**src/rtl/core/ldd_pkg.sv**
```systemverilog
// Shared types and constants for the ladder button decoder.
package ldd_pkg;

	localparam int SUM_W = 14;
	localparam int AVG_W = 10;
	localparam int LVL_W = 14;
	localparam int MASK_W = 5;
	localparam int TIME_W = 32;
	localparam int SAMPLE_W = 10;
	localparam int WEIGHT_W = 10;
	localparam int TOL_W = 6;
	localparam int DEB_W = 16;
	localparam int REG_IDX_W = 3;
	localparam int CFG_DATA_W = 16;
	localparam int NUM_WEIGHTS = 5;

	typedef enum logic [REG_IDX_W-1:0] {
		REG_WEIGHT_0 = 3'd0,
		REG_WEIGHT_1 = 3'd1,
		REG_WEIGHT_2 = 3'd2,
		REG_WEIGHT_3 = 3'd3,
		REG_WEIGHT_4 = 3'd4,
		REG_TOLERANCE = 3'd5,
		REG_DEBOUNCE = 3'd6
	} ldd_reg_t;

	typedef logic [WEIGHT_W-1:0] ldd_weight_t;

	localparam ldd_weight_t WEIGHT_RESET [NUM_WEIGHTS] = '{
		WEIGHT_W'(35), WEIGHT_W'(67), WEIGHT_W'(132), WEIGHT_W'(258), WEIGHT_W'(500)
	};
	localparam logic [TOL_W-1:0] TOLERANCE_RESET = TOL_W'(6);
	localparam logic [DEB_W-1:0] DEBOUNCE_RESET = DEB_W'(50);

	// Data that travels along the chain of cells with one group.
	typedef struct packed {
		logic signed [LVL_W-1:0] level;
		logic [TIME_W-1:0] now;
		logic [MASK_W-1:0] held;
		logic [MASK_W-1:0] pressed;
		logic [MASK_W-1:0] released;
	} ldd_flow_t;

endpackage

```
**src/rtl/core/ladder_button_decode_debounce.sv**
```systemverilog
// Top level of the resistor-ladder button decoder with debounce.
//
// Input channel in_valid/in_ready carries one ADC reading (adc_sample) with its
// millisecond timestamp (now_ms). Readings are summed in groups of GROUP_SIZE;
// the reading that closes a group supplies the group's timestamp. Each group
// gives one item on out_valid/out_ready with the debounced held mask and the
// pressed and released masks; other readings give no item.
// From the closing reading to its result a group passes the sum stage, the
// reciprocal multiply stage, then the button cells in order, each cell decoding
// and debouncing its own button. Throughput is one reading per cycle while the
// receiver takes results, also when every reading closes a group.
// Readings that do not close a group are always taken; a closing reading waits
// only when the first stage is full and cannot move on.
// When the receiver stalls, groups pile up in the sum, average and cell stages,
// one per stage, and the result stays on the output until taken.
// Reset clears the sum, count, button states and stamps and loads the default
// weights, tolerance and debounce time. The user must write the registers via
// write_en/write_index/write_data only while idle; the block does not check it.
module ladder_button_decode_debounce #(
	parameter int BUTTON_COUNT = 5,
	parameter int GROUP_SIZE = 10
) (
	input  logic clk,
	input  logic arst_n,
	input  logic write_en,
	input  logic [ldd_pkg::REG_IDX_W-1:0] write_index,
	input  logic [ldd_pkg::CFG_DATA_W-1:0] write_data,
	input  logic in_valid,
	output logic in_ready,
	input  logic [ldd_pkg::SAMPLE_W-1:0] adc_sample,
	input  logic [ldd_pkg::TIME_W-1:0] now_ms,
	output logic out_valid,
	input  logic out_ready,
	output logic [ldd_pkg::MASK_W-1:0] held_mask,
	output logic [ldd_pkg::MASK_W-1:0] pressed_mask,
	output logic [ldd_pkg::MASK_W-1:0] released_mask
);
	import ldd_pkg::*;

	ldd_weight_t weight_q [NUM_WEIGHTS];
	logic [TOL_W-1:0] tolerance_q;
	logic [DEB_W-1:0] debounce_q;

	logic chain_valid [BUTTON_COUNT+1];
	logic chain_ready [BUTTON_COUNT+1];
	ldd_flow_t chain_flow [BUTTON_COUNT+1];

	// Configuration registers.
	always_ff @(posedge clk or negedge arst_n) begin
		if (!arst_n) begin
			weight_q <= WEIGHT_RESET;
			tolerance_q <= TOLERANCE_RESET;
			debounce_q <= DEBOUNCE_RESET;
		end else if (write_en) begin
			unique case (write_index) inside
				REG_WEIGHT_0, REG_WEIGHT_1, REG_WEIGHT_2, REG_WEIGHT_3, REG_WEIGHT_4: begin
					weight_q[write_index] <= write_data[WEIGHT_W-1:0];
				end
				REG_TOLERANCE: begin
					tolerance_q <= write_data[TOL_W-1:0];
				end
				REG_DEBOUNCE: begin
					debounce_q <= write_data[DEB_W-1:0];
				end
				default: begin
				end
			endcase
		end
	end

	// Group sum and average.
	ldd_avg #(
		.GROUP_SIZE(GROUP_SIZE)
	) u_avg (
		.clk(clk),
		.arst_n(arst_n),
		.in_valid(in_valid),
		.in_ready(in_ready),
		.adc_sample(adc_sample),
		.now_ms(now_ms),
		.out_valid(chain_valid[0]),
		.out_ready(chain_ready[0]),
		.out_flow(chain_flow[0])
	);

	// Chain of button cells, highest button first.
	for (genvar k = 0; k < BUTTON_COUNT; k++) begin : g_cell
		ldd_cell #(
			.BIT(BUTTON_COUNT - 1 - k)
		) u_cell (
			.clk(clk),
			.arst_n(arst_n),
			.weight(weight_q[BUTTON_COUNT - 1 - k]),
			.tolerance(tolerance_q),
			.debounce_ms(debounce_q),
			.in_valid(chain_valid[k]),
			.in_ready(chain_ready[k]),
			.in_flow(chain_flow[k]),
			.out_valid(chain_valid[k+1]),
			.out_ready(chain_ready[k+1]),
			.out_flow(chain_flow[k+1])
		);
	end

	assign out_valid = chain_valid[BUTTON_COUNT];
	assign chain_ready[BUTTON_COUNT] = out_ready;
	assign held_mask = chain_flow[BUTTON_COUNT].held;
	assign pressed_mask = chain_flow[BUTTON_COUNT].pressed;
	assign released_mask = chain_flow[BUTTON_COUNT].released;

	// A button cannot be both pressed and released in one group.
	a_press_release_exclusive: assert property (@(posedge clk) disable iff (!arst_n)
		out_valid |-> ((pressed_mask & released_mask) == '0))
		else $error("button reported pressed and released in the same group");

	// Edge masks agree with the held mask.
	a_edges_match_held: assert property (@(posedge clk) disable iff (!arst_n)
		out_valid |-> (((pressed_mask & ~held_mask) == '0)
			&& ((released_mask & held_mask) == '0)))
		else $error("edge mask disagrees with held mask");

	// No bits beyond the configured number of buttons.
	a_unused_bits_zero: assert property (@(posedge clk) disable iff (!arst_n)
		out_valid |-> (((held_mask | pressed_mask | released_mask) >> BUTTON_COUNT) == '0))
		else $error("mask bit set above button count");

	// A result that was pressed at one group cannot be pressed again at the next.
	a_no_double_press: assert property (@(posedge clk) disable iff (!arst_n)
		(out_valid && out_ready) |=> (!out_valid
			|| ((pressed_mask & $past(held_mask)) == '0)
			|| ($past(out_valid) && !$past(out_ready))))
		else $error("button pressed again while already held");

endmodule

```
**src/rtl/core/ldd_avg.sv**
```systemverilog
// Sample accumulator and group average by reciprocal multiplication.
module ldd_avg #(
	parameter int GROUP_SIZE = 10
) (
	input  logic clk,
	input  logic arst_n,
	input  logic in_valid,
	output logic in_ready,
	input  logic [ldd_pkg::SAMPLE_W-1:0] adc_sample,
	input  logic [ldd_pkg::TIME_W-1:0] now_ms,
	output logic out_valid,
	input  logic out_ready,
	output ldd_pkg::ldd_flow_t out_flow
);
	import ldd_pkg::*;

	localparam int CNT_W = (GROUP_SIZE > 1) ? $clog2(GROUP_SIZE) : 1;
	localparam int SHIFT = SUM_W + $clog2(GROUP_SIZE);
	localparam logic [SHIFT:0] RECIP = (SHIFT+1)'(((1 << SHIFT) + GROUP_SIZE - 1) / GROUP_SIZE);
	localparam int PROD_W = SUM_W + SHIFT + 1;

	logic [SUM_W-1:0] sum_q;
	logic [CNT_W-1:0] count_q;
	logic last;
	logic take;
	logic [SUM_W-1:0] sum_next;

	logic valid_s1;
	logic [SUM_W-1:0] sum_s1;
	logic [TIME_W-1:0] now_s1;
	logic ready_s1;

	logic valid_s2;
	logic [AVG_W-1:0] avg_s2;
	logic [TIME_W-1:0] now_s2;
	logic ready_s2;

	logic [PROD_W-1:0] product;

	// An item that closes a group needs room in the first stage; others never wait.
	assign last = (count_q == CNT_W'(GROUP_SIZE - 1));
	assign ready_s2 = !valid_s2 || out_ready;
	assign ready_s1 = !valid_s1 || ready_s2;
	assign in_ready = !last || ready_s1;
	assign take = in_valid && in_ready;
	assign sum_next = sum_q + SUM_W'(adc_sample);

	// Running sum and sample count.
	always_ff @(posedge clk or negedge arst_n) begin
		if (!arst_n) begin
			sum_q <= '0;
			count_q <= '0;
		end else if (take) begin
			if (last) begin
				sum_q <= '0;
				count_q <= '0;
			end else begin
				sum_q <= sum_next;
				count_q <= count_q + CNT_W'(1);
			end
		end
	end

	// First stage holds the completed group sum and its timestamp.
	always_ff @(posedge clk or negedge arst_n) begin
		if (!arst_n) begin
			valid_s1 <= 1'b0;
		end else if (take && last) begin
			valid_s1 <= 1'b1;
		end else if (ready_s2) begin
			valid_s1 <= 1'b0;
		end
	end

	always_ff @(posedge clk) begin
		if (take && last) begin
			sum_s1 <= sum_next;
			now_s1 <= now_ms;
		end
	end

	// Truncating division by the group size as a multiply by a rounded-up reciprocal.
	assign product = PROD_W'(sum_s1) * PROD_W'(RECIP);

	always_ff @(posedge clk or negedge arst_n) begin
		if (!arst_n) begin
			valid_s2 <= 1'b0;
		end else if (valid_s1 && ready_s2) begin
			valid_s2 <= 1'b1;
		end else if (out_ready) begin
			valid_s2 <= 1'b0;
		end
	end

	always_ff @(posedge clk) begin
		if (valid_s1 && ready_s2) begin
			avg_s2 <= product[SHIFT +: AVG_W];
			now_s2 <= now_s1;
		end
	end

	assign out_valid = valid_s2;

	always_comb begin
		out_flow = '0;
		out_flow.level = $signed({{(LVL_W-AVG_W){1'b0}}, avg_s2});
		out_flow.now = now_s2;
	end

endmodule

```
**src/rtl/core/ldd_cell.sv**
```systemverilog
// One button cell: decode step, change stamp and debounce for a single button.
module ldd_cell #(
	parameter int BIT = 0
) (
	input  logic clk,
	input  logic arst_n,
	input  logic [ldd_pkg::WEIGHT_W-1:0] weight,
	input  logic [ldd_pkg::TOL_W-1:0] tolerance,
	input  logic [ldd_pkg::DEB_W-1:0] debounce_ms,
	input  logic in_valid,
	output logic in_ready,
	input  ldd_pkg::ldd_flow_t in_flow,
	output logic out_valid,
	input  logic out_ready,
	output ldd_pkg::ldd_flow_t out_flow
);
	import ldd_pkg::*;

	localparam logic [MASK_W-1:0] BIT_MASK = MASK_W'(1) << BIT;

	logic raw_q;
	logic stable_q;
	logic [TIME_W-1:0] stamp_q;
	logic valid_q;
	ldd_flow_t flow_q;

	logic take;
	logic signed [LVL_W-1:0] level;
	logic signed [LVL_W-1:0] weight_ext;
	logic signed [LVL_W-1:0] thresh;
	logic released;
	logic raw_new;
	logic [TIME_W-1:0] elapsed;
	logic accept;
	logic stable_new;
	ldd_flow_t flow_next;

	assign in_ready = !valid_q || out_ready;
	assign take = in_valid && in_ready;

	// Signed compare against the weight less the tolerance.
	assign level = in_flow.level;
	assign weight_ext = $signed({{(LVL_W-WEIGHT_W){1'b0}}, weight});
	assign thresh = weight_ext - $signed({{(LVL_W-TOL_W){1'b0}}, tolerance});
	assign released = level > thresh;
	assign raw_new = !released;

	// A change is accepted only when the raw state was already settled before this group.
	assign elapsed = in_flow.now - stamp_q;
	assign accept = (raw_new == raw_q) && (raw_new != stable_q)
		&& (elapsed > TIME_W'(debounce_ms));
	assign stable_new = accept ? raw_new : stable_q;

	always_comb begin
		flow_next = in_flow;
		flow_next.level = released ? (level - weight_ext) : level;
		if (stable_new) begin
			flow_next.held = in_flow.held | BIT_MASK;
		end
		if (accept && raw_new) begin
			flow_next.pressed = in_flow.pressed | BIT_MASK;
		end
		if (accept && !raw_new) begin
			flow_next.released = in_flow.released | BIT_MASK;
		end
	end

	// Button state held by this cell.
	always_ff @(posedge clk or negedge arst_n) begin
		if (!arst_n) begin
			raw_q <= 1'b0;
			stable_q <= 1'b0;
			stamp_q <= '0;
		end else if (take) begin
			raw_q <= raw_new;
			stable_q <= stable_new;
			if (raw_new != raw_q) begin
				stamp_q <= in_flow.now;
			end
		end
	end

	// Output stage towards the next cell.
	always_ff @(posedge clk or negedge arst_n) begin
		if (!arst_n) begin
			valid_q <= 1'b0;
		end else if (take) begin
			valid_q <= 1'b1;
		end else if (out_ready) begin
			valid_q <= 1'b0;
		end
	end

	always_ff @(posedge clk) begin
		if (take) begin
			flow_q <= flow_next;
		end
	end

	assign out_valid = valid_q;
	assign out_flow = flow_q;

endmodule
```
**config.mk**
```make
export PLATFORM = sky130hd
export DESIGN_NAME = ladder_button_decode_debounce
export DESIGN_NICKNAME = d
export VERILOG_FILES = /design/src/rtl/core/ldd_pkg.sv /design/src/rtl/core/ladder_button_decode_debounce.sv /design/src/rtl/core/ldd_avg.sv /design/src/rtl/core/ldd_cell.sv
export SDC_FILE = /design/constraint.sdc
export NUM_CORES = 1
export LEC_CHECK = 0
export ABC_AREA = 1
export CAP_MARGIN = 20
export CORE_ASPECT_RATIO = 0.75
export CORE_MARGIN = 5
export CORE_UTILIZATION = 66
export CTS_CLUSTER_DIAMETER = 40
export DETAILED_ROUTE_END_ITERATION = 10
export DONT_BUFFER_PORTS = 1
export PLACE_DENSITY = 0.86
export SYNTH_ARGS = -nofsm -noshare
export SYNTH_HDL_FRONTEND = slang
export SYNTH_SLANG_ARGS = --single-unit
```
**constraint.sdc**
```tcl
create_clock -name clk -period 6.75 [get_ports clk]
set_clock_uncertainty 0.15 [all_clocks]
set_input_delay 2.025 -clock clk [delete_from_list [all_inputs] [get_ports clk]]
set_output_delay 2.025 -clock clk [all_outputs]
set_load 0.03 [all_outputs]
```
==> tab_implementation.tex, run 1 <==
\begin{tabular}{lr}
\hline
Metric & Value \\
\hline
\multicolumn{2}{l}{\textbf{Run status}} \\
\quad Status & finished clean \\
\multicolumn{2}{l}{\textbf{Die}} \\
\quad Initial cell density of the core & 66.6\% \\
\quad Number of top-level pins & 83 \\
\quad Row count & 81 \\
\quad Floorplan die area & 0.0712 mm2 \\
\quad Total core area & 0.0653 mm2 \\
\quad Vertical extent of the die & approximately 230 um \\
\quad DIE WIDTH & 306 um \\
\multicolumn{2}{l}{\textbf{Timing}} \\
\quad Total of endpoints with negative setup slack in the final report & 0 \\
\quad Final-report max-slew violation count & 0 \\
\quad Number of hold violations in the final report & 0 \\
\quad Final WS setup & 0.894 ns \\
\quad Period minus WS final & just under 6 ns \\
\quad Pin slew with the least headroom to its limit & 0.960 ns \\
\quad Setup repair after global routing missed its margin & no \\
\quad Sum of negative setup slack & 0 ns \\
\quad Max-Slew Margin vs Limit & 36.0\% \\
\quad Post-route fraction of the period consumed by the critical path & 86.8\% \\
\quad F\_max & 171 MHz \\
\multicolumn{2}{l}{\textbf{Worst setup path}} \\
\quad Cell with the largest stage delay on the worst path & nand3\_2 \\
\quad Worst Path Class, Setup & input pin to primary output \\
\quad Worst setup slack for register-to-register paths & 1.20 ns \\
\quad Arr. time, crit path & approximately 3.7 ns \\
\quad Worst Path Max Fanout & 3 \\
\quad Required time at the endpoint of the critical path & about 4.6 ns \\
\quad Critical path cell sequence & nor2\_2, inv\_2, nor2\_1, inv\_1, nor2\_2, inv\_2, nor2\_2, inv\_2, nor2\_4, inv\_2, nor2\_2, nand3\_2 \\
\quad Worst setup EP type & primary output \\
\quad Worst stage delay on the critical path & 0.28 ns \\
\quad Startpoint types & input pin \\
\multicolumn{2}{l}{\textbf{Synthesis}} \\
\quad Synthesized area & between 0.04 and 0.05 mm2 \\
\quad Average footprint of a synthesized cell & 7.64 um2 \\
\quad Gate count of the mapped netlist & approximately 5,700 \\
\quad Number of storage elements in the synthesis netlist & approximately 580 \\
\quad Number of synthesized flops with an enable pin & 312 \\
\quad Warning count from the yosys run & 0 \\
\quad Post-synthesis cell type count & 56 \\
\quad Post-synthesis adder-cell area fraction & 17.1\% \\
\quad Complex-gate fraction of the synthesized area & $\sim$7.5\% \\
\quad Predominant post-synthesis flop cell & edfxtp\_1 \\
\quad Sequential fraction of the synthesis area & 37.0\% \\
\quad Fraction of synthesized area in multiplexers & 0.0518\% \\
\quad Async SR Flop Fraction & 46.1\% \\
\quad Mapped Nets & about 6,300 \\
\quad Largest family of logic cells by synthesized area & simple AND/OR/NAND/NOR gates \\
\quad Simple logic cell fraction of the synthesized area & about a quarter \\
\quad Xor and xnor area share after synthesis & 3.46\% \\
\multicolumn{2}{l}{\textbf{Clock tree}} \\
\quad Number of buffers inserted to repair setup after CTS & 0 \\
\quad Post\_cts resized & 0 \\
\quad Bufs on Longest Clock Path & 3 \\
\quad Clock tree from TritonCTS & yes \\
\quad Number of clock sinks seen by CTS & 579 \\
\quad Number of hold-repair buffers added at the cts stage & 0 \\
\quad Clock-pin slew reported for the worst setup and hold paths after clock tree synthesis & around 0.060 ns \\
\quad H-tree depth reported by CTS & 3 \\
\quad CTS buffer count & between 70 and 80 \\
\quad Buffer type at the clock tree root & clkbuf\_16 \\
\quad Insertion delay to the later sink of the worst-skew pair & 0.65 ns \\
\multicolumn{2}{l}{\textbf{Routing}} \\
\quad Routed WL per cell & between 15 and 20 um \\
\quad Routed Wire Length & 107,000 um \\
\quad Vias post-DR & 36,354 \\
\quad First-pass detailed-route iteration total & 6 \\
\quad DRC violations left & 0 \\
\quad Number of DRC violations after detailed-routing iteration 0 & 3,311 \\
\quad Via density & between 5 and 6 \\
\quad Remaining antenna violation count after routing & 0 \\
\multicolumn{2}{l}{\textbf{Placement}} \\
\quad Total placed instance area & 0.0443 mm2 \\
\quad Estimated wirelength of the detail-placed design & between 80,000 and 90,000 um \\
\quad Buffers on Ports & 0 \\
\quad Minimum setup slack after placement & $\sim$1.0 ns \\
\quad Placed cells & between 6,000 and 7,000 \\
\quad Weighted congestion at the end of routability-driven global placement & 0.948 \\
\multicolumn{2}{l}{\textbf{Global route}} \\
\quad Remaining global-route overflow & 0 \\
\quad Via count of the first global-routing pass & about 35,000 \\
\quad Largest net degree at the start of global routing & 268 \\
\quad Number of antenna violations at the first check in global routing & 6 \\
\quad Overall fraction of global-route tracks in use & 30.1\% \\
\quad First-pass GRT wire length & 174,000 um \\
\multicolumn{2}{l}{\textbf{Power}} \\
\quad Worst vdd rail ir drop & 0.440 mV \\
\quad Leakage power summed over all cells & 25.0 nW \\
\quad P per Cell Area & just under 500 mW/mm2 \\
\multicolumn{2}{l}{\textbf{Layout}} \\
\quad Area growth syn-to-layout & 8.52\% \\
\quad Area occupied by registers & roughly 0.016 mm2 \\
\quad Most used cells in the layout excluding fill and tap cells & nand2\_1, inv\_1, ha\_1, nor2\_1, a21oi\_1 \\
\quad Final cell area excluding filler cells & approximately 0.047 mm2 \\
\quad Finished Core Util & 72.3\% \\
\quad Final Instance Count excl. Fillers & 6,653 \\
\quad Fraction of layout cells with a size suffix above 1 & under 10\% \\
\quad Post-layout nets & around 6,300 \\
\quad Area taken by multi-input logic gates & 0.0229 mm2 \\
\quad Fill cell total of the finished layout & 5,026 \\
\quad Most frequent standard cell in the layout excluding fill and tap cells & nand2\_1 \\
\multicolumn{2}{l}{\textbf{Run}} \\
\quad \# Max-Cap Violations & 0 \\
\multicolumn{2}{l}{\textbf{Min path}} \\
\quad Hold WC Path Type & flop to flop \\
\hline
\end{tabular}
[through the flow]
step	power [mW]	hold slack, ns
finish	22.7	0.253
global route	24.8	0.272
CTS	22.6	0.260
detailed placement	18.0	0.255
global placement	17.5	0.250
floorplan	15.0	0.250
[where the power goes]
part | total, mW | switching (mW) | internal (mW)
logic | 13.0 | 8.35 | 4.70
registers | 5.23 | 0.481 | 4.75
clock network | 4.41 | 1.78 | 2.63
total | 22.7 | 10.6 | 12.1
[synth_stat cells (17+ instances only)]
cell type | count | area share [%]
ha_1 | 473 | 14
xor2_1 | 132 | 2.7
nand2_2 | 23 | 0.33
nand2_1 | 1690 | 15
buf_2 | 32 | 0.37
edfxtp_1 | 312 | 22
and2_1 | 19 | 0.27
o21bai_1 | 20 | 0.35
a21oi_1 | 338 | 3.9
nand4_1 | 52 | 0.75
clkbuf_1 | 25 | 0.22
buf_4 | 17 | 0.29
dfstp_2 | 21 | 1.3
dfrtp_1 | 246 | 14
fa_1 | 75 | 3.5
nor3_1 | 42 | 0.48
xnor2_1 | 36 | 0.72
o21ai_0 | 169 | 1.9
nor2_2 | 24 | 0.35
nor2_1 | 429 | 3.7
nand3b_1 | 19 | 0.33
nand3_1 | 264 | 3.0
inv_1 | 1107 | 9.6
[logic make-up (layout without fill, tap and decap cells)]
kind of cell,after synthesis,count (layout)
AND/OR/NAND/NOR,2597,2597
buffers and inverters,1191,1278
AO/OA/AOI/OAI,605,605
flip-flops,579,579
adder cells (fa/ha/maj),548,548
XOR/XNOR,170,170
multiplexers,2,2
other,0,3
[metal layers]
layer / GRT usage (%) / wire, um / up-vias
li1: - / - / 18040
met2: 49.2 / 48800 / 1261
met5: 0 / 0 / -
met3: 4.57 / 7400 / 248
met4: 9.35 / 3360 / 0
met1: 42.0 / 47500 / 16805
[critical path: cells and delay by family]
family | cells | cell delay [ns]
and+or+nand+nor | 7 | 1.25
buffers and inverters | 5 | 0.40
[sequential cells by signal (all words and copies together) (netlist names)]
signal,cells
g_cell.u_cell.stable_q,5
g_cell.u_cell.out_flow,224
u_avg.valid_s1,1
u_avg.sum_q,14
g_cell.u_cell.raw_q,5
debounce_q,16
g_cell.u_cell.stamp_q,160
u_avg.sum_s1,14
g_cell.u_cell.out_valid,5
u_avg.now_s1,32
tolerance_q,6
u_avg.now_s2,32
u_avg.count_q,4
u_avg.avg_s2,10
weight_q,50
u_avg.out_valid,1
[area by class of cell]
type                       count  area share (%)
clock inverter                60            1.77
multi-input combinational   3922            48.4
sequential                   579            34.1
inverter                    1116            8.87
timing repair buffer          14           0.223
clock buffer                  88            4.33
tap                          871            2.31
antenna                        3          0.0159
[final timing paths]
| kind | startpoint | end | cells past startpoint |
|---|---|---|---|
| max reg2reg | u_avg.sum_s1[11]$_DFFE_PP_ | u_avg.avg_s2[6]$_DFFE_PP_ | 16 |
| max in group asynchronous | arst_n | g_cell[4].u_cell.stamp_q[8]$_DFFE_PN0P_ | 0 |
| min | g_cell[2].u_cell.out_flow[3]$_DFFE_PP_ | g_cell[3].u_cell.out_flow[3]$_DFFE_PP_ | 0 |
| min in group asynchronous | arst_n | g_cell[0].u_cell.stamp_q[23]$_DFFE_PN0P_ | 0 |
| min reg2reg | g_cell[2].u_cell.out_flow[3]$_DFFE_PP_ | g_cell[3].u_cell.out_flow[3]$_DFFE_PP_ | 0 |
| max | out_ready | in_ready | 12 |
Note: power is estimated with default switching activity, not from simulation.
==> run 2, diff against run 1 <==
--- a/config.mk
+++ b/config.mk
@@ -13,7 +13,7 @@
 export CTS_CLUSTER_DIAMETER = 40
 export DETAILED_ROUTE_END_ITERATION = 10
 export DONT_BUFFER_PORTS = 1
-export PLACE_DENSITY = 0.86
+export PLACE_DENSITY_LB_ADDON = 0.15
 export SYNTH_ARGS = -nofsm -noshare
 export SYNTH_HDL_FRONTEND = slang
 export SYNTH_SLANG_ARGS = --single-unit
==> run 2 against run 1 <==
Net effect: the run now ends with max-slew violations left; worst setup slack about the same; via count fell by 3.2%; sequential share of layout area up 0.17 points; non-clock buffer count is 2 higher; critical path type unchanged; critical endpoint unchanged; highest routed layer is now met5.
==> tab_implementation.tex, run 2 (synthesized netlist as in run 1, its figures left out) <==
\begin{tabular}{lr}
\hline
Metric & Value \\
\hline
\multicolumn{2}{l}{\textbf{Global route}} \\
\quad Via count of the first global-routing pass & 34,152 (-3.0\%) \\
\quad Overall fraction of global-route tracks in use & 28.9\% (-1.3 points) \\
\quad Largest net degree at the start of global routing & 268 (unchanged) \\
\quad First-pass GRT wire length & 167,000 um (-4.0\%) \\
\quad Remaining global-route overflow & 0 (unchanged) \\
\quad Number of antenna violations at the first check in global routing & 1 (-5) \\
\multicolumn{2}{l}{\textbf{Routing}} \\
\quad Via density & 5.30 (-3.0\%) \\
\quad First-pass detailed-route iteration total & 5 (-1) \\
\quad Remaining antenna violation count after routing & 0 (unchanged) \\
\quad Routed Wire Length & 101,000 um (-5.3\%) \\
\quad DRC violations left & 0 (unchanged) \\
\quad Number of DRC violations after detailed-routing iteration 0 & 2,526 (-24\%) \\
\quad Vias post-DR & 35,201 (-3.2\%) \\
\quad Routed WL per cell & 15.3 um (-5.2\%) \\
\multicolumn{2}{l}{\textbf{Timing}} \\
\quad Pin slew with the least headroom to its limit & 1.50 ns (+0.541 ns) \\
\quad Final WS setup & 0.895 ns (+0.000301 ns) \\
\quad Period minus WS final & 5.86 ns (-0.000301 ns) \\
\quad Final-report max-slew violation count & 3 (+3) \\
\quad Setup repair after global routing missed its margin & no \\
\quad Sum of negative setup slack & 0 ns (unchanged) \\
\quad F\_max & 171 MHz (about the same) \\
\quad Number of hold violations in the final report & 0 (unchanged) \\
\quad Total of endpoints with negative setup slack in the final report & 0 (unchanged) \\
\quad Post-route fraction of the period consumed by the critical path & 86.7\% (about the same) \\
\quad Max-Slew Margin vs Limit & -0.0379\% (-36 points) \\
\multicolumn{2}{l}{\textbf{Worst setup path}} \\
\quad Required time at the endpoint of the critical path & 4.58 ns (about the same) \\
\quad Worst setup EP type & primary output \\
\quad Category of cells accounting for the largest share of critical-path delay & simple AND/OR/NAND/NOR gates \\
\quad Worst reg2reg startpoint & u\_avg.sum\_s1[11]\$\_DFFE\_PP\_ \\
\quad Worst Path Max Fanout & 3 (unchanged) \\
\quad Worst stage delay on the critical path & 0.27 ns (about the same) \\
\quad Worst Path Class, Setup & input pin to primary output \\
\quad Critical path cell sequence & nor2\_2, inv\_2, nor2\_1, inv\_1, nor2\_2, inv\_2, nor2\_2, inv\_2, nor2\_4, inv\_2, nor2\_2, nand3\_2 \\
\quad Startpoint types & input pin \\
\quad Arr. time, crit path & 3.68 ns (about the same) \\
\quad Source of the critical timing path & out\_ready \\
\quad Count of buffer and inverter cells on the critical path & 5 (unchanged) \\
\quad Cell with the largest stage delay on the worst path & nand3\_2 \\
\multicolumn{2}{l}{\textbf{Power}} \\
\quad P per Cell Area & 473 mW/mm2 (-1.6\%) \\
\quad Leakage power summed over all cells & 24.9 nW (-0.40\%) \\
\quad Worst vdd rail ir drop & 0.452 mV (+2.9\%) \\
\multicolumn{2}{l}{\textbf{Clock tree}} \\
\quad Number of clock sinks seen by CTS & 579 (unchanged) \\
\quad H-tree depth reported by CTS & 3 (unchanged) \\
\quad CTS buffer count & 75 (-5.1\%) \\
\quad Post\_cts resized & 0 (unchanged) \\
\quad Clock-pin slew reported for the worst setup and hold paths after clock tree synthesis & 0.06 ns (about the same) \\
\quad Number of hold-repair buffers added at the cts stage & 0 (unchanged) \\
\quad Clock tree from TritonCTS & yes \\
\quad Bufs on Longest Clock Path & 3 (unchanged) \\
\quad Buffer type at the clock tree root & clkbuf\_16 \\
\quad Insertion delay to the later sink of the worst-skew pair & 0.64 ns (about the same) \\
\quad Number of buffers inserted to repair setup after CTS & 0 (unchanged) \\
\multicolumn{2}{l}{\textbf{Die}} \\
\quad Floorplan die area & 0.0712 mm2 (unchanged) \\
\quad Row count & 81 (unchanged) \\
\quad Number of top-level pins & 83 (unchanged) \\
\quad DIE WIDTH & 306 um (unchanged) \\
\quad Total core area & 0.0653 mm2 (unchanged) \\
\quad Vertical extent of the die & 232 um (unchanged) \\
\quad Initial cell density of the core & 66.6\% (unchanged) \\
\multicolumn{2}{l}{\textbf{Placement}} \\
\quad Estimated wirelength of the detail-placed design & 80,900 um (-2.3\%) \\
\quad Weighted congestion at the end of routability-driven global placement & 0.965 (+1.8\%) \\
\quad Placed cells & 6,504 (+0.031\%) \\
\quad Minimum setup slack after placement & 0.927 ns (-0.0927 ns) \\
\quad Buffers on Ports & 0 (unchanged) \\
\multicolumn{2}{l}{\textbf{Layout}} \\
\quad Most used cells in the layout excluding fill and tap cells & nand2\_1, inv\_1, ha\_1, nor2\_1, a21oi\_1 \\
\quad Fraction of layout cells with a size suffix above 1 & 4.49\% (-0.15 points) \\
\quad Final Instance Count excl. Fillers & 6,643 (-0.15\%) \\
\quad Largest register FFs & 224 (unchanged) \\
\quad Fill cell total of the finished layout & 5,283 (+5.1\%) \\
\quad \# diodes & 0 (-3) \\
\quad Area growth syn-to-layout & 7.98\% \\
\quad Post-layout nets & 6,324 (-0.032\%) \\
\quad Most frequent standard cell in the layout excluding fill and tap cells & nand2\_1 \\
\multicolumn{2}{l}{\textbf{Min path}} \\
\quad Hold Startpoint & u\_avg.now\_s1[27]\$\_DFFE\_PP\_ \\
\quad Hold WC Path Type & flop to flop \\
\multicolumn{2}{l}{\textbf{Run status}} \\
\quad Status & complete, but fails checks \\
\quad Violated checks & max-slew violations \\
\multicolumn{2}{l}{\textbf{Run}} \\
\quad \# Max-Cap Violations & 0 (unchanged) \\
\hline
\end{tabular}
-- run 2: cell count changes in the layout (fill, tap and decap cells not counted) --
cell / change
buf_4: +2
bufinv_16: -1
clkbuf_1: +2
clkbuf_16: -5
clkbuf_8: +1
clkinv_2: +1
clkinv_4: -1
clkinv_8: -6
diode_2: -3
inv_16: -1
inv_6: -1
inv_8: +2
-- run 2: power breakdown --
group	total [mW]	internal (mW)	switching (mW)
clock	4.11	2.45	1.66
combinational	12.9	4.69	8.19
sequential	5.20	4.74	0.459
-- run 2: layout make-up --
class	count	area, um2	area share, %
clock buffers	86	1940	4.13
clock inverters	53	696	1.48
inverters	1116	4190	8.92
multi-input cells	3922	22900	48.7
flip-flops and latches	579	16100	34.2
well taps	871	1090	2.32
repair buffers	16	120	0.256
-- run 2: final timing paths --
path / depth (start not counted) / end / slack [ns]
hold reg to reg: 0 / u_avg.now_s2[27]$_DFFE_PP_ / 0.26
min in group asynchronous: 0 / u_avg.sum_q[0]$_DFFE_PN0P_ / 0.96
hold / removal: 0 / u_avg.now_s2[27]$_DFFE_PP_ / 0.26
max in group asynchronous: 0 / g_cell[4].u_cell.stamp_q[28]$_DFFE_PN0P_ / 4.30
setup reg to reg: 17 / u_avg.avg_s2[8]$_DFFE_PP_ / 1.25
setup / recovery: 12 / in_ready / 0.89
-- run 2: per-layer routing --
metal	global-route usage [%]	routed length, um	vias to the layer above
li1	-	-	18056
met1	40.6	46800	16025
met2	47.4	45600	922
met3	3.70	5960	196
met4	8.58	3070	2
met5	0	20	-
-- run 2: through the flow --
step	instance area (um2)	utilization, %	power [mW]	hold WS, ns
2_1_floorplan	43500	-	15.0	0.250
3_3_place_gp	44300	67.9	17.5	0.251
3_5_place_dp	44300	67.9	17.9	0.255
4_1_cts	47000	72.0	22.2	0.265
5_1_grt	47000	72.0	24.5	0.271
6_report	47000	72.0	22.2	0.261
